<file path="src/design/dtte_pkg.sv">
// Shared types, codes and defaults for the transition table engine.
`default_nettype none

package dtte_pkg;

   // default sizing
   localparam int NUM_STATES_DEF      = 64;
   localparam int SLOTS_PER_STATE_DEF = 4;
   localparam int QUEUE_DEPTH         = 2;

   // fixed field widths
   localparam int ACT_W = 3;
   localparam int ST_W  = 6;
   localparam int SYM_W = 8;
   localparam int STS_W = 2;

   // action codes on the request channel
   localparam logic [ACT_W-1:0] ACT_ADD    = 3'd0;
   localparam logic [ACT_W-1:0] ACT_QUERY  = 3'd1;
   localparam logic [ACT_W-1:0] ACT_REMOVE = 3'd2;
   localparam logic [ACT_W-1:0] ACT_START  = 3'd3;
   localparam logic [ACT_W-1:0] ACT_FEED   = 3'd4;

   // status codes on the response channel
   localparam logic [STS_W-1:0] STATUS_OK   = 2'd0;
   localparam logic [STS_W-1:0] STATUS_FULL = 2'd1;
   localparam logic [STS_W-1:0] STATUS_NONE = 2'd2;

   typedef enum logic [2:0] {
      OP_ADD,
      OP_QUERY,
      OP_REMOVE,
      OP_START,
      OP_FEED,
      OP_NOP
   } op_type;

   typedef enum logic [1:0] {
      BK_SWEEP,
      BK_IDLE,
      BK_EXEC
   } back_state_type;

   typedef struct packed {
      logic [ACT_W-1:0] action;
      logic [ST_W-1:0]  from_state;
      logic [SYM_W-1:0] symbol;
      logic [ST_W-1:0]  to_state;
   } req_type;

   typedef struct packed {
      logic [STS_W-1:0] status;
      logic [ST_W-1:0]  target_state;
      logic             run_alive;
   } rsp_type;

   // classified item held in the queue
   typedef struct packed {
      op_type           op;
      logic             in_range;
      logic [ST_W-1:0]  from_state;
      logic [SYM_W-1:0] symbol;
      logic [ST_W-1:0]  to_state;
   } item_type;

endpackage

`default_nettype wire

</file>
<file path="src/design/dtte_back.sv">
// Back end: row memory, run state, execution of one item and the response register.
`default_nettype none

module dtte_back
   import dtte_pkg::*;
#(
   parameter int NUM_STATES      = NUM_STATES_DEF,
   parameter int SLOTS_PER_STATE = SLOTS_PER_STATE_DEF
) (
   input  logic     clock,
   input  logic     reset,
   input  logic     q_valid,
   input  item_type q_item,
   output logic     q_pop,
   output logic     rsp_valid,
   input  logic     rsp_ready,
   output rsp_type  rsp_data
);

   localparam int IDX_W = $clog2(NUM_STATES);
   localparam int CNT_W = $clog2(SLOTS_PER_STATE + 1);

   // one memory word holds a whole row plus its fill count
   typedef struct packed {
      logic [CNT_W-1:0]                      count;
      logic [SLOTS_PER_STATE-1:0][SYM_W-1:0] sym;
      logic [SLOTS_PER_STATE-1:0][ST_W-1:0]  tgt;
   } row_type;

   row_type         mem [NUM_STATES];

   back_state_type  state_ff, state_in;
   logic [IDX_W-1:0] sweep_ff, sweep_in;
   item_type        cur_ff;
   logic            cur_range_ff;
   logic [IDX_W-1:0] addr_ff;
   row_type         row_ff;
   logic [ST_W-1:0] run_state_ff, run_state_in;
   logic            run_ok_ff, run_ok_in;
   logic            rsp_valid_ff, rsp_valid_in;
   rsp_type         rsp_data_ff, rsp_data_in;

   logic            issue;
   logic            exec;
   logic            sweeping;
   logic [IDX_W-1:0] rd_addr;
   logic            rd_range;
   logic            mem_we;
   logic [IDX_W-1:0] mem_wa;
   row_type         mem_wd;
   row_type         row_new;
   logic            row_we;

   logic [SLOTS_PER_STATE-1:0] match;
   logic [SLOTS_PER_STATE-1:0] hit_oh;
   logic                       hit;
   logic                       seen;
   logic [ST_W-1:0]            hit_tgt;
   logic [SYM_W-1:0]           last_sym;
   logic [ST_W-1:0]            last_tgt;
   logic                       full;

   // next state
   always_comb begin
      state_in = state_ff;
      sweep_in = sweep_ff;
      unique case (state_ff)
         BK_SWEEP: begin
            sweep_in = sweep_ff + 1'b1;
            if (sweep_ff == IDX_W'(NUM_STATES - 1)) begin
               state_in = BK_IDLE;
               sweep_in = '0;
            end
         end
         BK_IDLE: begin
            if (q_valid && (!rsp_valid_ff || rsp_ready)) begin
               state_in = BK_EXEC;
            end
         end
         BK_EXEC: state_in = BK_IDLE;
         default: state_in = BK_SWEEP;
      endcase
   end

   // state decoded controls
   always_comb begin
      issue    = 1'b0;
      exec     = 1'b0;
      sweeping = 1'b0;
      unique case (state_ff)
         BK_SWEEP: sweeping = 1'b1;
         BK_IDLE:  issue    = q_valid && (!rsp_valid_ff || rsp_ready);
         BK_EXEC:  exec     = 1'b1;
         default:  sweeping = 1'b0;
      endcase
   end

   assign q_pop = issue;

   // read address: feeds use the current run state, others their own row
   always_comb begin
      if (q_item.op == OP_FEED) begin
         rd_addr  = IDX_W'(run_state_ff);
         rd_range = (32'(run_state_ff) < NUM_STATES);
      end else begin
         rd_addr  = IDX_W'(q_item.from_state);
         rd_range = q_item.in_range;
      end
   end

   // slot match over the valid part of the row, first hit wins
   always_comb begin
      seen     = 1'b0;
      hit_tgt  = '0;
      last_sym = '0;
      last_tgt = '0;
      for (int i = 0; i < SLOTS_PER_STATE; i++) begin
         match[i] = cur_range_ff && (CNT_W'(i) < row_ff.count) &&
                    (row_ff.sym[i] == cur_ff.symbol);
         hit_oh[i] = match[i] && !seen;
         seen      = seen || match[i];
         if (hit_oh[i]) begin
            hit_tgt = row_ff.tgt[i];
         end
         if (CNT_W'(i + 1) == row_ff.count) begin
            last_sym = row_ff.sym[i];
            last_tgt = row_ff.tgt[i];
         end
      end
      hit  = seen;
      full = !cur_range_ff || (row_ff.count >= CNT_W'(SLOTS_PER_STATE));
   end

   // execute the item held in the back end
   always_comb begin
      row_new      = row_ff;
      row_we       = 1'b0;
      run_state_in = run_state_ff;
      run_ok_in    = run_ok_ff;
      rsp_data_in  = rsp_data_ff;
      if (exec) begin
         rsp_data_in.status       = STATUS_OK;
         rsp_data_in.target_state = '0;
         unique case (cur_ff.op)
            OP_ADD: begin
               if (full) begin
                  rsp_data_in.status = STATUS_FULL;
               end else if (!hit) begin
                  row_we = 1'b1;
                  for (int i = 0; i < SLOTS_PER_STATE; i++) begin
                     if (CNT_W'(i) == row_ff.count) begin
                        row_new.sym[i] = cur_ff.symbol;
                        row_new.tgt[i] = cur_ff.to_state;
                     end
                  end
                  row_new.count = row_ff.count + 1'b1;
               end
            end
            OP_QUERY: begin
               if (hit) begin
                  rsp_data_in.target_state = hit_tgt;
               end else begin
                  rsp_data_in.status = STATUS_NONE;
               end
            end
            OP_REMOVE: begin
               if (hit) begin
                  row_we = 1'b1;
                  rsp_data_in.target_state = hit_tgt;
                  // last slot fills the gap
                  for (int i = 0; i < SLOTS_PER_STATE; i++) begin
                     if (hit_oh[i]) begin
                        row_new.sym[i] = last_sym;
                        row_new.tgt[i] = last_tgt;
                     end
                  end
                  row_new.count = row_ff.count - 1'b1;
               end else begin
                  rsp_data_in.status = STATUS_NONE;
               end
            end
            OP_START: begin
               run_state_in             = cur_ff.from_state;
               run_ok_in                = 1'b1;
               rsp_data_in.target_state = cur_ff.from_state;
            end
            OP_FEED: begin
               if (run_ok_ff && hit) begin
                  run_state_in             = hit_tgt;
                  rsp_data_in.target_state = hit_tgt;
               end else begin
                  run_ok_in          = 1'b0;
                  rsp_data_in.status = STATUS_NONE;
               end
            end
            default: begin
               rsp_data_in.status = STATUS_OK;
            end
         endcase
         rsp_data_in.run_alive = run_ok_in;
      end
   end

   // response register
   always_comb begin
      rsp_valid_in = rsp_valid_ff;
      if (exec) begin
         rsp_valid_in = 1'b1;
      end else if (rsp_valid_ff && rsp_ready) begin
         rsp_valid_in = 1'b0;
      end
   end

   assign rsp_valid = rsp_valid_ff;
   assign rsp_data  = rsp_data_ff;

   // memory write port: clearing pass after reset, else write-back
   always_comb begin
      if (sweeping) begin
         mem_we = 1'b1;
         mem_wa = sweep_ff;
         mem_wd = '0;
      end else begin
         mem_we = row_we;
         mem_wa = addr_ff;
         mem_wd = row_new;
      end
   end

   always_ff @(posedge clock) begin
      if (mem_we) begin
         mem[mem_wa] <= mem_wd;
      end
      if (issue) begin
         row_ff <= mem[rd_addr];
      end
   end

   // control registers
   always_ff @(posedge clock) begin
      if (reset) begin
         state_ff     <= BK_SWEEP;
         sweep_ff     <= '0;
         run_state_ff <= '0;
         run_ok_ff    <= 1'b1;
         rsp_valid_ff <= 1'b0;
      end else begin
         state_ff     <= state_in;
         sweep_ff     <= sweep_in;
         run_state_ff <= run_state_in;
         run_ok_ff    <= run_ok_in;
         rsp_valid_ff <= rsp_valid_in;
      end
   end

   // payload registers
   always_ff @(posedge clock) begin
      rsp_data_ff <= rsp_data_in;
      if (issue) begin
         cur_ff       <= q_item;
         cur_range_ff <= rd_range;
         addr_ff      <= rd_addr;
      end
   end

endmodule

`default_nettype wire

</file>
<file path="config.mk">
export PLATFORM = sky130hd
export DESIGN_NAME = dtte_back
export DESIGN_NICKNAME = d
export VERILOG_FILES = /design/src/design/dtte_pkg.sv /design/src/design/dtte_back.sv
export SDC_FILE = /design/constraint.sdc
export NUM_CORES = 2
export LEC_CHECK = 0
export CORE_MARGIN = 10
export CORE_UTILIZATION = 44
export DETAILED_ROUTE_END_ITERATION = 10
export DONT_BUFFER_PORTS = 1
export SLEW_MARGIN = 5
export SYNTH_ARGS = -nofsm -noshare
export SYNTH_HDL_FRONTEND = slang
export SYNTH_SLANG_ARGS = --single-unit
export TNS_END_PERCENT = 1
</file>
<file path="constraint.sdc">
create_clock -name clock -period 22.4 [get_ports clock]
set_clock_uncertainty 0.15 [all_clocks]
set_input_delay 6.72 -clock clock [delete_from_list [all_inputs] [get_ports clock]]
set_output_delay 6.72 -clock clock [all_outputs]
set_load 0.01 [all_outputs]
</file>
==> flow_summary.yaml <==
detailed_routing:
  routed-via-count: 101000
  wirelength_um: 514000
  drcViolationCount: 0
  firstDrtPassIters: 8
  avgRoutedWirePerCell_um: 31.8
  drt_iter0_drc: 15700
  viasPerCell: 6.26
  route.antenna.remaining_nets: 0
critical_path:
  worst_setup_path_start_kind: "input port"
  reg2reg_depth: 10
  nature_of_the_critical_path_endpoint: "primary output"
  timing.setup.critical_path_class: "in2out"
  r2r-start: "row_ff[57]$_DFFE_PP_"
  worstSetupStartpoint: "rsp_ready"
  critPathRequiredTime_ns: 15.53
  timing.critical_path.fanout_max: 34
  worst_r2r_endpoint: "mem[3][30]$_DFFE_PP_"
  r2r_setup_slack_ns: 15.69
  critPathArrivalTime_ns: 8.26
place:
  finalWeightedCongestion: 0.877
  placement.io_buffers: 0
  placed_cell_area_um2: 161000
  dp_hpwl_um: 259000
synth:
  synth.lib_cells_used.distinct: 71
  async_flop_share_pct: 0
  synth.net_count: 11300
  synth_edf_count: 3874
  synth_cells: 11300
  netlist.area_leader.share_pct: 75.4
  postSynth.topFlopCell: "sky130_fd_sc_hd__edfxtp_1"
  synth-warning-count: 0
  yosys_register_bits: 3890
  netlist.top_cell.by_area: "sky130_fd_sc_hd__edfxtp_1"
  synthesis.area_um2: 154000
  postSynthAreaPerCell_um2: 13.7
  top_cells_by_area_in_the_synthesized_netlist: "sky130_fd_sc_hd__edfxtp_1, sky130_fd_sc_hd__nand2_1, sky130_fd_sc_hd__nand3_1"
  synth.yosys.seq_area_share_pct: 75.6
sta:
  final.hold.worst_slack_ns: 0.390
  count_of_final_setup_violators: 0
  worst_slew_margin_rel_pct: 10.5
  period_needed_ns: 15.13
  finalCritPeriodShare_pct: 67.6
  rsz0062_at_grt: "no"
  achievable-frequency_mhz: 66.1
  setup_total_negative_slack_ns: 0
  finalHoldViolCount: 0
  worstMarginPinSlew_ns: 1.34
  timing.final.max_slew_violations: 0
die:
  placementRows: 217
  dieHeight_um: 612
  coreArea_um2: 349000
  die_area_um2: 375000
  die_width_um: 612
  boundaryPins: 39
  start_util_pct: 44.2
hold_path:
  holdPathStages: 1
  min_to: "run_state_ff[4]$_SDFFE_PP0P_"
  worstHoldStart: "run_state_ff[4]$_SDFFE_PP0P_"
  worst_min_delay_path_class: "reg2reg"
grt:
  initial_antenna_violation_count: 23
  grt-ovfl-total: 0
  first_global_vias: 95300
  global_route.usage.total_pct: 26.5
  grt_pass1_wl_um: 717000
  grt_max_degree: 183
finish:
  syn2layout_area_growth_pct: 12.5
  drive_gt1_share_pct: 9.40
  final.fill_count: 29100
  design_area_um2: 174000
  final_nets: 11300
clock_network:
  cts_h_tree_depth: 5
  numCtsBuffers: 400
  ctsRootBufferMaster: "sky130_fd_sc_hd__clkbuf_16"
  clkLatencyLatePin_ns: 0.97
  clkSinkCount: 3890
  number_of_gates_resized_after_cts: 0
  clock_path_buffers: 4
  cts_hold_buf: 0
  clk_pin_slew_worst_paths_ns: 0.06
  postCtsSetupRepairBufs: 0
  tritoncts: "done"
job:
  drv.max_cap_violation_count: 0
power:
  vdd_ir_drop_max_mv: 0.0664
  leakagePower_nw: 57.5
  power_density_nw_per_um2: 87.1
status:
  outcome: "finished, final reports clean"
worst max path at each step:
stage | endpoint | slack, ns | cells past startpoint
4_1_cts | q_pop | 7.32 | 4
6_report | q_pop | 7.27 | 4
5_1_grt | q_pop | 7.23 | 4
2_1_floorplan | q_pop | 2.41 | 3
3_3_place_gp | q_pop | 7.37 | 4
3_5_place_dp | q_pop | 7.32 | 4
final cells by class:
type                            instances  area [um^2]  area share (%)
Timing Repair Buffer                  337         2730            1.57
Clock buffer                          504        10600            6.08
Inverter                               42          188           0.108
Multi-Input combinational cell       6556        36000            20.7
Sequential cell                      3890       117000            67.1
Tap cell                             4599         5750            3.31
Clock inverter                        233         1810            1.04
Antenna cell                           17         42.5          0.0245
routing by layer:
layer / global-route usage, % / vias to the layer above / part of all wire, %
met1: 36.1 / 51200 / 38
met3: 6.04 / 1258 / 12
met2: 40.8 / 6442 / 45
li1: - / 42300 / -
met4: 11.5 / 12 / 5.0
met5: 0 / - / 0.015
sequential cells by signal (all words and copies together), names as in the netlist:
name and cells:
state_ff 2, sweep_ff 6, cur_ff 23, addr_ff 6
mem 3776, run_ok_ff 1, row_ff 59, cur_range_ff 1
rsp_valid 1, rsp_data 9, run_state_ff 6
cell usage after synthesis (all sizes together) (3+ instances only):
master      n
dfxtp      16
a221oi     33
and3        4
a21oi     158
o21ai      91
mux2i     429
clkbuf    556
nand4     183
nor4       17
a41oi       4
nor3b       9
or3         6
xnor2       9
o2111ai     3
o21a        4
a22o       64
nand2b     11
a311o       4
buf       215
o211ai      3
a31oi     514
a2111oi    10
o22ai       3
and2        3
xor2       25
o221ai    173
nand3b      6
nor3       53
nor2b       9
mux4        3
a32oi      58
and4       30
nand3    1397
edfxtp   3874
nand2    2992
nor2       78
inv        40
o211a       3
o31ai       7
mux2       55
ha          6
a211oi     13
a22oi      66
stage by stage:
stage | cells | util, % | power (mW) | setup WS [ns]
after floorplan | 11300 | - | 8.60 | 2.41
after global placement | 15400 | 46.2 | 8.89 | 7.37
after detailed placement | 15400 | 46.2 | 8.90 | 7.32
after CTS | 16200 | 49.7 | 15.2 | 7.32
after global routing | 16200 | 49.7 | 15.5 | 7.23
final | 16200 | 49.7 | 15.1 | 7.27
cells in the final DEF, fill, tap and decap left out, types with 17 or more instances in the layout:
master and count:
sky130_fd_sc_hd__clkbuf_1 96, sky130_fd_sc_hd__a32oi_1 58, sky130_fd_sc_hd__inv_1 35, sky130_fd_sc_hd__bufinv_16 22, sky130_fd_sc_hd__o21ai_0 88, sky130_fd_sc_hd__and4_1 30, sky130_fd_sc_hd__clkbuf_16 407, sky130_fd_sc_hd__edfxtp_1 3874
sky130_fd_sc_hd__diode_2 17, sky130_fd_sc_hd__nor2_1 43, sky130_fd_sc_hd__nor2_4 35, sky130_fd_sc_hd__o221ai_1 173, sky130_fd_sc_hd__a31oi_4 29, sky130_fd_sc_hd__a221oi_4 29, sky130_fd_sc_hd__mux2i_1 423, sky130_fd_sc_hd__nor3_2 37
sky130_fd_sc_hd__clkinv_2 76, sky130_fd_sc_hd__buf_4 320, sky130_fd_sc_hd__nand3_1 1397, sky130_fd_sc_hd__a31oi_1 485, sky130_fd_sc_hd__clkinv_1 109, sky130_fd_sc_hd__a22oi_1 66, sky130_fd_sc_hd__a22o_1 64, sky130_fd_sc_hd__a21oi_1 157
sky130_fd_sc_hd__xor2_1 25, sky130_fd_sc_hd__nand4_1 183, sky130_fd_sc_hd__nand2_1 2990, sky130_fd_sc_hd__mux2_2 52
power breakdown:
| part | switching [mW] | total [mW] | internal, mW | leakage [nW] |
|---|---|---|---|---|
| combinational | 0.601 | 0.821 | 0.220 | 17.3 |
| sequential | 0.00945 | 7.94 | 7.93 | 34.2 |
| clock | 2.78 | 6.37 | 3.59 | 6.06 |
| total | 3.39 | 15.1 | 11.7 | 57.5 |
cell families (layout without fill, tap and decap cells):
kind of cell,after synthesis,in the layout,share of synthesized area (%)
AO/OA/AOI/OAI,1224,1224,5.45
multiplexers,487,487,3.24
flip-flops,3890,3890,75.6
buffers and inverters,813,1116,2.10
XOR/XNOR,34,34,0.193
AND/OR/NAND/NOR,4805,4805,13.4
other,0,17,0
adder cells (fa/ha/maj),6,6,0.0486
critical path, cell delays in order:
cell                       delay, ns
sky130_fd_sc_hd__nand2b_1       0.11
sky130_fd_sc_hd__nand2_1        0.35
sky130_fd_sc_hd__nor3_2         0.29
sky130_fd_sc_hd__buf_4          0.71
No activity file was read; power rests on OpenSTA's default activity.
