--- config.mk ---
export PLATFORM = sky130hd
export DESIGN_NAME = dtte_queue
export DESIGN_NICKNAME = d
export VERILOG_FILES = /design/src/design/dtte_pkg.sv /design/src/design/dtte_queue.sv
export SDC_FILE = /design/constraint.sdc
export NUM_CORES = 1
export LEC_CHECK = 0
export ABC_AREA = 0
export BUFFER_PORTS_ARGS = -buffer_cell sky130_fd_sc_hd__buf_4
export CORE_MARGIN = 8
export CORE_UTILIZATION = 54
export CTS_CLUSTER_DIAMETER = 40
export DETAILED_ROUTE_END_ITERATION = 10
export PLACE_DENSITY = 0.83
export SLEW_MARGIN = 40
export SYNTH_ARGS = -nofsm -noshare
export SYNTH_HDL_FRONTEND = slang
export SYNTH_SLANG_ARGS = --single-unit
--- constraint.sdc ---
create_clock -name clock -period 4.1 [get_ports clock]
set_input_delay 0.615 -clock clock [delete_from_list [all_inputs] [get_ports clock]]
set_output_delay 0.615 -clock clock [all_outputs]
set_load 0.005 [all_outputs]
--- src/design/dtte_pkg.sv ---
// Shared types, codes and defaults for the transition table engine.
`default_nettype none

package dtte_pkg;

   // default sizing
   localparam int NUM_STATES_DEF      = 64;
   localparam int SLOTS_PER_STATE_DEF = 4;
   localparam int QUEUE_DEPTH         = 2;

   // fixed field widths
   localparam int ACT_W = 3;
   localparam int ST_W  = 6;
   localparam int SYM_W = 8;
   localparam int STS_W = 2;

   // action codes on the request channel
   localparam logic [ACT_W-1:0] ACT_ADD    = 3'd0;
   localparam logic [ACT_W-1:0] ACT_QUERY  = 3'd1;
   localparam logic [ACT_W-1:0] ACT_REMOVE = 3'd2;
   localparam logic [ACT_W-1:0] ACT_START  = 3'd3;
   localparam logic [ACT_W-1:0] ACT_FEED   = 3'd4;

   // status codes on the response channel
   localparam logic [STS_W-1:0] STATUS_OK   = 2'd0;
   localparam logic [STS_W-1:0] STATUS_FULL = 2'd1;
   localparam logic [STS_W-1:0] STATUS_NONE = 2'd2;

   typedef enum logic [2:0] {
      OP_ADD,
      OP_QUERY,
      OP_REMOVE,
      OP_START,
      OP_FEED,
      OP_NOP
   } op_type;

   typedef enum logic [1:0] {
      BK_SWEEP,
      BK_IDLE,
      BK_EXEC
   } back_state_type;

   typedef struct packed {
      logic [ACT_W-1:0] action;
      logic [ST_W-1:0]  from_state;
      logic [SYM_W-1:0] symbol;
      logic [ST_W-1:0]  to_state;
   } req_type;

   typedef struct packed {
      logic [STS_W-1:0] status;
      logic [ST_W-1:0]  target_state;
      logic             run_alive;
   } rsp_type;

   // classified item held in the queue
   typedef struct packed {
      op_type           op;
      logic             in_range;
      logic [ST_W-1:0]  from_state;
      logic [SYM_W-1:0] symbol;
      logic [ST_W-1:0]  to_state;
   } item_type;

endpackage

`default_nettype wire

--- src/design/dtte_queue.sv ---
// Short queue of classified items between the front end and the back end.
`default_nettype none

module dtte_queue
   import dtte_pkg::*;
(
   input  logic     clock,
   input  logic     reset,
   input  logic     push,
   input  item_type push_item,
   output logic     not_full,
   output logic     not_empty,
   input  logic     pop,
   output item_type head_item
);

   localparam int PTR_W = (QUEUE_DEPTH > 1) ? $clog2(QUEUE_DEPTH) : 1;
   localparam int CNT_W = $clog2(QUEUE_DEPTH + 1);

   item_type          entry_ff [QUEUE_DEPTH];
   logic [PTR_W-1:0]  wr_ptr_ff, wr_ptr_in;
   logic [PTR_W-1:0]  rd_ptr_ff, rd_ptr_in;
   logic [CNT_W-1:0]  count_ff, count_in;

   assign not_full  = (count_ff != CNT_W'(QUEUE_DEPTH));
   assign not_empty = (count_ff != '0);
   assign head_item = entry_ff[rd_ptr_ff];

   // pointer and fill bookkeeping
   always_comb begin
      wr_ptr_in = wr_ptr_ff;
      rd_ptr_in = rd_ptr_ff;
      count_in  = count_ff;
      if (push) begin
         wr_ptr_in = (wr_ptr_ff == PTR_W'(QUEUE_DEPTH - 1)) ? '0 : wr_ptr_ff + 1'b1;
      end
      if (pop) begin
         rd_ptr_in = (rd_ptr_ff == PTR_W'(QUEUE_DEPTH - 1)) ? '0 : rd_ptr_ff + 1'b1;
      end
      if (push && !pop) begin
         count_in = count_ff + 1'b1;
      end else if (pop && !push) begin
         count_in = count_ff - 1'b1;
      end
   end

   always_ff @(posedge clock) begin
      if (reset) begin
         wr_ptr_ff <= '0;
         rd_ptr_ff <= '0;
         count_ff  <= '0;
      end else begin
         wr_ptr_ff <= wr_ptr_in;
         rd_ptr_ff <= rd_ptr_in;
         count_ff  <= count_in;
      end
   end

   // entry storage
   always_ff @(posedge clock) begin
      if (push) begin
         entry_ff[wr_ptr_ff] <= push_item;
      end
   end

endmodule

`default_nettype wire

==> flow_summary.toml, run 1 <==
[finish]
nFillCells = 239
final_cells = 200
nNetsFinal = 183
final_cell_mix = "53 x buf_4, 48 x edfxtp_1, 24 x mux2_1, 5 x clkbuf_4"
n_antenna_cell = 0
synthToLayoutAreaGrowth_pct = 25.29
drive_gt1_share_pct = 39.61
layout_commonest_cell = "buf_4"
multiInputGateArea_um2 = 382.9
regArea_um2 = 1543

[synthesis]
synthFlopType = "edfxtp_1"
syn_area_per_cell_um2 = 19.99
ys_warn_count = 0
postSynthCellCount = 97
netlist.area_leader.share_pct = 74.32
syn_area_um2 = 1939
synthTopCellsByArea = "edfxtp_1 74%, mux2_1 14%, dfxtp_1 5.2%, xnor2_1 0.90%, xor2_1 0.90%"
yosysSeqAreaShare_pct = 79.48
synth_edf_count = 48
post_synth_num_cell_types = 17
synth_fp_nets = 126
yosys_register_bits = 53
synth_top_cell_by_area = "edfxtp_1"
async_flop_share_pct = 0

[clocking]
cts_tree = "built"
clockBufferDepth = 2
cts_root_buf = "clkbuf_4"
ctsResizeCount = 0
clkSlewWorstSetupHoldPaths_ns = 0.13
post_cts_buffers = 0
clock-sinks = 53
htree_levels = 2
numCtsBuffers = 5
clock_latency_ns = 0.34
hold_buffers = 0

[placement]
gp_congestion = 0.6266
dp_hpwl_um = 2353
placedCellCount = 193
portBuffers = 53

[timing]
fmax_ghz = 0.4534
relSlewSlack_pct = 53.98
rsz0062_at_grt = "false"
post-route-period-util_pct = 53.80
hold_violations = 0
min_period_ns = 2.206
finClkSkew_ns = 0.003375
whs_ns = 0.4462
slew_violations = 0
tightestPinTransition_ns = 0.6889
setup_viol = 0
finalSetupTns_ns = 0

[route]
routed_wl_um = 3266
ant_nets = 0
routedWlPerCell_um = 16.33
vias = 1000
met2WireLength_um = 1827
dr_wl_met3_um = 233
met1Wirelength_um = 1160
drt-initial-drc-count = 26
drc = 0
vias_per_cell = 5.000
first_pass_iters = 4
highest_layer = "met4"

[status]
status = "completed"

[floorplanning]
fp.dieH_um = 75.93
start_util_pct = 57.22
io_pins = 54
design.die.area_um2 = 5765
fp-row-count = 21
die_w_um = 75.93
core_um2 = 3390

[global_route]
grt_antenna_before_repair = 0
grt-ovfl-total = 0
grt_max_degree = 25
grt_pass1_wl_um = 5209
grt_pass1_vias = 1117
grtUsageTotal_pct = 11.41

[critical_path]
r2r-start = "wr_ptr_ff"
arrival_ns = 1.59
cp_data_required_time_ns = 3.48
r2r_slack_ns = 2.78
path_class = "register to output pin"
reg2reg_to = "entry_ff[1][5]"
r2r_cells = 1
cp-start-kind = "register"
crit_fanout = 24
end_kind = "output pin"

[pwr]
irDropWorstVdd_mv = 0.2218
p_per_area_nw_per_um2 = 400.2
p_leak_uw = 0.0009243

[min_path]
min-delay-start = "push_item[18]"
min_path_cells = 1
holdPathEnd = "entry_ff[1][18]"
min_path_type = "primary input to register"

[job]
maxCapViolations = 0
## routing by layer
metal	track usage [%]	vias up
met4	4.706	0
li1	-	478
met3	5.071	4
met2	21.77	32
met5	0	-
met1	9.926	486
## Yosys cell counts (2+ instances only)
cell type	instances
mux2_1	24
edfxtp_1	48
xnor2_1	2
nor2_1	4
dfxtp_1	5
buf_4	2
xor2_1	2
## worst max-delay path: stages, from the launching register on
cell     delay, ns
dfxtp_2       0.71
mux2_1        0.39
buf_4         0.14
## state kept, by name (all words and copies together) (netlist names), named ones only
signal	count
entry_ff	48
count_ff	2
rd_ptr_ff	1
wr_ptr_ff	1
## logic make-up (layout without fill, tap and decap cells)
| family | after synthesis | in the layout | share of synthesized area [%] |
|---|---|---|---|
| DFF | 53 | 53 | 79.48 |
| muxes | 24 | 24 | 13.94 |
| and+or+nand+nor | 9 | 9 | 2.388 |
| xor gates and xnor gates | 4 | 4 | 1.807 |
| buffers and inverters | 4 | 61 | 1.225 |
| AOI/OAI and AO/OA | 2 | 2 | 0.5156 |
| adders and majority gates | 1 | 1 | 0.6451 |
## final cells by class
class | instances | share of cell area (%)
clock buffers | 6 | 1.699
flip-flops and latches | 53 | 63.49
repair buffers | 53 | 16.37
well taps | 46 | 2.369
multi-input cells | 40 | 15.76
inverters | 1 | 0.1545
clock inverters | 1 | 0.1545
## power by group
part,switching [uW],leakage [uW],internal [uW]
logic,50.4,0.000406,77.8
clock network,135,0.0000258,62.6
registers,19.4,0.000492,628
total,204,0.000924,768
## metrics by stage
stage	total power, uW	util (%)	setup slack [ns]	cell area, um^2
floorplan	709.5	-	1.971	1939
global placement	785.2	70.14	1.908	2377
detailed placement	792.1	70.36	2.262	2385
CTS	983.2	71.69	1.861	2430
global route	1011	71.69	1.775	2430
finish	972.5	71.69	1.894	2430
## worst max path at each step
stage	endpoint	depth (start not counted)
after detailed placement	head_item[6]	2
final	head_item[2]	2
after global routing	head_item[3]	2
after CTS	head_item[6]	2
after floorplan	entry_ff[0][0]	1
after global placement	head_item[8]	2
(Power assumes the default switching activity.)
==> run 2: changes to the inputs <==
Settings changed: CORE_UTILIZATION 54 to 46, PLACE_DENSITY 0.83 to 0.75.
Clock period 4.1 ns to 1.8 ns, I/O delays scaled along.
==> run 2 against run 1 <==
  * Power grew 150%
  * Flip-flop and latch count is the same
  * Hold slack lost 0.29 ns
  * Register-to-register slack lost 2.1 ns
  * First-iteration DRC count grew 120%
  * Utilization shrank 9.5 points
  * Non-clock buffer count grew 4
  * Critical path type unchanged
  * Largest power group unchanged
  * Highest routed layer unchanged
==> flow_summary.toml, run 2 (synthesized netlist as in run 1, its figures left out) <==
[pwr]
swShare_pct = 21.00
p_switching_uw = 503.1
p_per_area_nw_per_um2 = 955.8
pwr-share-seq_pct = 60.7
intPower_uw = 1892
p_leak_uw = 0.0009597
clockPowerShare_pct = 25.5
comb_power_share_pct = 13.8
irDropWorstVdd_mv = 0.7184

[min_path]
min_path_type = "primary input to register"
min-delay-start = "push_item[14]"
holdPathEnd = "entry_ff[0][14]"
min_path_cells = 1

[clocking]
clockBufferDepth = 2
clkSlewWorstSetupHoldPaths_ns = 0.08
hold_buffers = 0
clock_latency_ns = 0.30
clock-sinks = 53
htree_levels = 2
ctsResizeCount = 0
post_cts_buffers = 0
numCtsBuffers = 5
cts_root_buf = "clkbuf_8"
cts_tree = "built"

[timing]
setup_viol = 0
finalSetupTns_ns = 0
tightestPinTransition_ns = 0.3115
post-route-period-util_pct = 90.69
min_period_ns = 1.632
slew_violations = 0
rsz0062_at_grt = "false"
relSlewSlack_pct = 79.23
hold_violations = 0
fmax_ghz = 0.6126
finClkSkew_ns = 0.008015

[critical_path]
cp_num_buf_inv = 2
crit_fanout = 24
cp_cell_sequence = "buf_12 -> mux2_1 -> buf_4"
critPathSlowestCell = "dfxtp_1"
end_kind = "output pin"
r2r-start = "wr_ptr_ff"
reg2reg_to = "entry_ff[0][13]"
r2r_slack_ns = 0.72
path_class = "register to output pin"
cp_top_family = "flip-flops"
cp_data_required_time_ns = 1.53
cp-start-kind = "register"
arrival_ns = 1.36
r2r_cells = 2
max_stage_delay_ns = 0.36

[placement]
gp_congestion = 0.6704
portBuffers = 53
dp_hpwl_um = 2467
dpl-instance-area_um2 = 2425

[finish]
nNetsFinal = 187
largest_register_ffs = 48
postLayoutCellArea_um2 = 2506
n_antenna_cell = 0
top_regs = "entry_ff: 48 flops, count_ff: 2 flops"
final_cell_mix = "56 x buf_4, 48 x edfxtp_1, 24 x mux2_1, 5 x dfxtp_1, 5 x clkbuf_8"
layout_commonest_cell = "buf_4"
nFillCells = 321
top_register = "entry_ff"
drive_gt1_share_pct = 40.25
synthToLayoutAreaGrowth_pct = 29.23

[global_route]
grt_pass1_wl_um = 5037
grt-ovfl-total = 0
grt_max_degree = 25
grt_antenna_before_repair = 0
grt_pass1_vias = 1094
grtUsageTotal_pct = 10.29

[route]
vias = 1006
drc = 0
first_pass_iters = 3
drt-initial-drc-count = 58
routedWlPerCell_um = 16.25
ant_nets = 0
vias_per_cell = 4.813
routed_wl_um = 3397

[status]
status = "completed"

[floorplanning]
io_pins = 54
fp-row-count = 23
design.die.area_um2 = 6550
start_util_pct = 48.14
die_w_um = 80.93
core_um2 = 4029
fp.dieH_um = 80.93

[job]
maxCapViolations = 0
-- run 2: cell types whose count changed in the layout (fill, tap and decap cells not counted), sizes merged --
cell / change
buf: +4
clkbuf: +1
-- run 2: how the worst max path moves through the flow --
stage,slack (ns),start,endpoint,depth (start not counted)
after floorplan,0.42,wr_ptr_ff,entry_ff[0][0],1
after global placement,0.51,register,head_item[6],3
after detailed placement,0.49,push,count_ff[1],4
after CTS,0.16,register,head_item[6],3
after global routing,0.11,register,head_item[8],3
final,0.17,register,head_item[6],3
-- run 2: area by class of cell --
| class | instances | area, um^2 | area share [%] |
|---|---|---|---|
| Inverter | 1 | 3.754 | 0.1498 |
| Sequential cell | 53 | 1541 | 61.51 |
| Multi-Input combinational cell | 40 | 376.6 | 15.03 |
| Clock buffer | 7 | 76.32 | 3.045 |
| Tap cell | 50 | 62.56 | 2.496 |
| Timing Repair Buffer | 57 | 440.4 | 17.57 |
| Clock inverter | 1 | 5.005 | 0.1997 |
-- run 2: power by group through the flow --
stage / registers (uW) / clock network [uW] / logic [uW]
finish: 1450 / 611 / 331
global route: 1460 / 667 / 359
CTS: 1450 / 630 / 340
detailed placement: 1480 / 0 / 338
global placement: 1480 / 0 / 328
floorplan: 1470 / 0 / 143
-- run 2: metrics by stage --
| stage | worst slack, ns | power [uW] | hold WS, ns | util (%) | instances |
|---|---|---|---|---|---|
| floorplan | 0.4226 | 1616 | 0.3391 | - | 97 |
| global placement | 0.5103 | 1804 | 0.4554 | 60.19 | 201 |
| detailed placement | 0.4914 | 1821 | 0.4591 | 60.19 | 201 |
| CTS | 0.1595 | 2425 | 0.1442 | 62.21 | 209 |
| global route | 0.1055 | 2488 | 0.1354 | 62.21 | 209 |
| finish | 0.1676 | 2395 | 0.1517 | 62.21 | 209 |
-- run 2: per-layer routing --
metal	global-route usage [%]	up-vias	part of all wire, %
met3	2.980	4	5.8
li1	-	486	-
met4	5.893	0	1.9
met2	19.57	24	56
met5	0	-	0
met1	9.507	492	36
==> run 3: changes to the inputs <==
Settings changed: CAP_MARGIN set to 0.
Clock period 1.8 ns to 1.5 ns, I/O delays scaled along.
==> run 3 against run 2 <==
  * The run now ends with setup timing left
  * Register-to-register slack worse by 0.31 ns
  * Non-clock buffer count is 6 higher
  * Power is 30% higher
  * Global-route usage grew 2.5 points
  * Via count up 7.7%
  * Hold slack worse by 0.046 ns
  * Critical endpoint is now head_item[19]
  * Largest cell class unchanged
  * Highest routed layer unchanged
==> flow_summary.toml, run 3 (synthesized netlist as in run 1, its figures left out) <==
[global_route]
grt-ovfl-total = 0
grt_pass1_vias = 1136
grt_pass1_wl_um = 6009
grt_max_degree = 16
grtUsageTotal_pct = 12.74
grt_antenna_before_repair = 0

[critical_path]
crit_fanout = 6
max_stage_delay_ns = 0.36
arrival_ns = 1.36
cp-start-kind = "register"
crit_top_cell = "buf_6"
path_class = "register to output pin"
r2r-start = "wr_ptr_ff"
cp_cell_sequence = "buf_6 -> buf_16 -> mux2_4 -> buf_6"
cp_data_required_time_ns = 1.27
end_kind = "output pin"
critPathSlowestCell = "dfxtp_4"
r2r_cells = 2

[floorplanning]
core_um2 = 4029
design.die.area_um2 = 6550
die_w_um = 80.93
fp.dieH_um = 80.93
io_pins = 54
start_util_pct = 48.14
fp-row-count = 23

[timing]
relSlewSlack_pct = 85.69
fin_ws_ns = -0.08109
tightestPinTransition_ns = 0.2147
fmax_ghz = 0.6325
min_period_ns = 1.581
slew_violations = 0
rsz0062_at_grt = "true"
finalSetupTns_ns = -1.688
post-route-period-util_pct = 105.4
finClkSkew_ns = 0.003659
hold_violations = 0
setup_viol = 24
whs_ns = 0.1056

[finish]
nFillCells = 266
multiInputGateArea_um2 = 466.7
nNetsFinal = 193
n_antenna_cell = 0
synthToLayoutAreaGrowth_pct = 44.90
drive_gt1_share_pct = 56.97
regArea_um2 = 1545
layout_commonest_cell = "edfxtp_1"
top_regs = "entry_ff: 48 flops, count_ff: 2 flops"
top_register = "entry_ff"
final_cell_mix = "48 x edfxtp_1, 33 x buf_4, 25 x buf_6, 24 x mux2_4, 5 x clkbuf_8"
largest_register_ffs = 48
final_cells = 215

[route]
ant_nets = 0
vias_per_cell = 5.037
drt-initial-drc-count = 125
first_pass_iters = 4
vias = 1083
routed_wl_um = 4047
drc = 0
routedWlPerCell_um = 18.82

[pwr]
p_leak_uw = 0.001128
irDropWorstVdd_mv = 0.6691
power_uw = 3107
p_per_area_nw_per_um2 = 1106

[clocking]
numCtsBuffers = 5
cts_tree = "built"
clockBufferDepth = 2
htree_levels = 2
clkSlewWorstSetupHoldPaths_ns = 0.09
clock_latency_ns = 0.30
clock-sinks = 53
cts_root_buf = "clkbuf_8"

[placement]
pre_cts_ws_ns = 0.2090
portBuffers = 53
dp_hpwl_um = 2586
gp_congestion = 0.6819
placedCellCount = 202

[status]
status = "finished, violations left"
violations = "setup timing"

[job]
maxCapViolations = 0

[min_path]
min-delay-start = "push_item[0]"
min_path_cells = 1
min_path_type = "primary input to register"
==> run 3: cell count changes in the layout (fill, tap and decap cells not counted), sizes merged <==
| cell | change |
|---|---|
| clkinv | -1 |
| clkbuf | +1 |
| buf | +6 |
==> run 3: power breakdown <==
part           internal, uW  switching [uW]  leakage [uW]
sequential             1720            35.9      0.000493
clock                   332             409     0.0000395
combinational           395             220      0.000596
==> run 3: path summary, 6_finish.rpt <==
check / endpoint / slack (ns)
max: head_item[19] / -0.08
min: entry_ff[1][0] / 0.11
max reg2reg: entry_ff[1][13] / 0.41
min reg2reg: count_ff[1] / 0.52
==> run 3: cell type report <==
cell class,instances,area share [%]
Tap cell,50,2.226
Clock buffer,8,2.850
Sequential cell,53,54.99
Timing Repair Buffer,63,23.20
Inverter,1,0.1336
Multi-Input combinational cell,40,16.61
==> run 3: per-stage QoR <==
| step | area (um^2) | utilization [%] |
|---|---|---|
| after floorplan | 1942 | - |
| after global placement | 2432 | 60.37 |
| after detailed placement | 2432 | 60.37 |
| after CTS | 2810 | 69.75 |
| after global routing | 2810 | 69.75 |
| final | 2810 | 69.75 |
==> run 3: worst max-delay path, delay by kind of cell, from the launching register on <==
kind / cells / cell delay (ns)
buf+inv: 3 / 0.39
mux: 1 / 0.31
flops: 1 / 0.36
==> run 3: repair_timing <==
item | in CTS | in global routing
gates resized for setup | 54 | 0
hold buffers | 0 | 0
gates cloned | 3 | 0
buffers inserted | 2 | 0
endpoints found under the setup margin | 24 | 24
==> run 3: routing by layer <==
layer	GRT usage (%)	wire length, um	up-vias
li1	-	-	500
met1	13.11	1437	546
met2	22.85	2304	31
met3	3.422	210	6
met4	7.321	94	0
met5	0	0	-
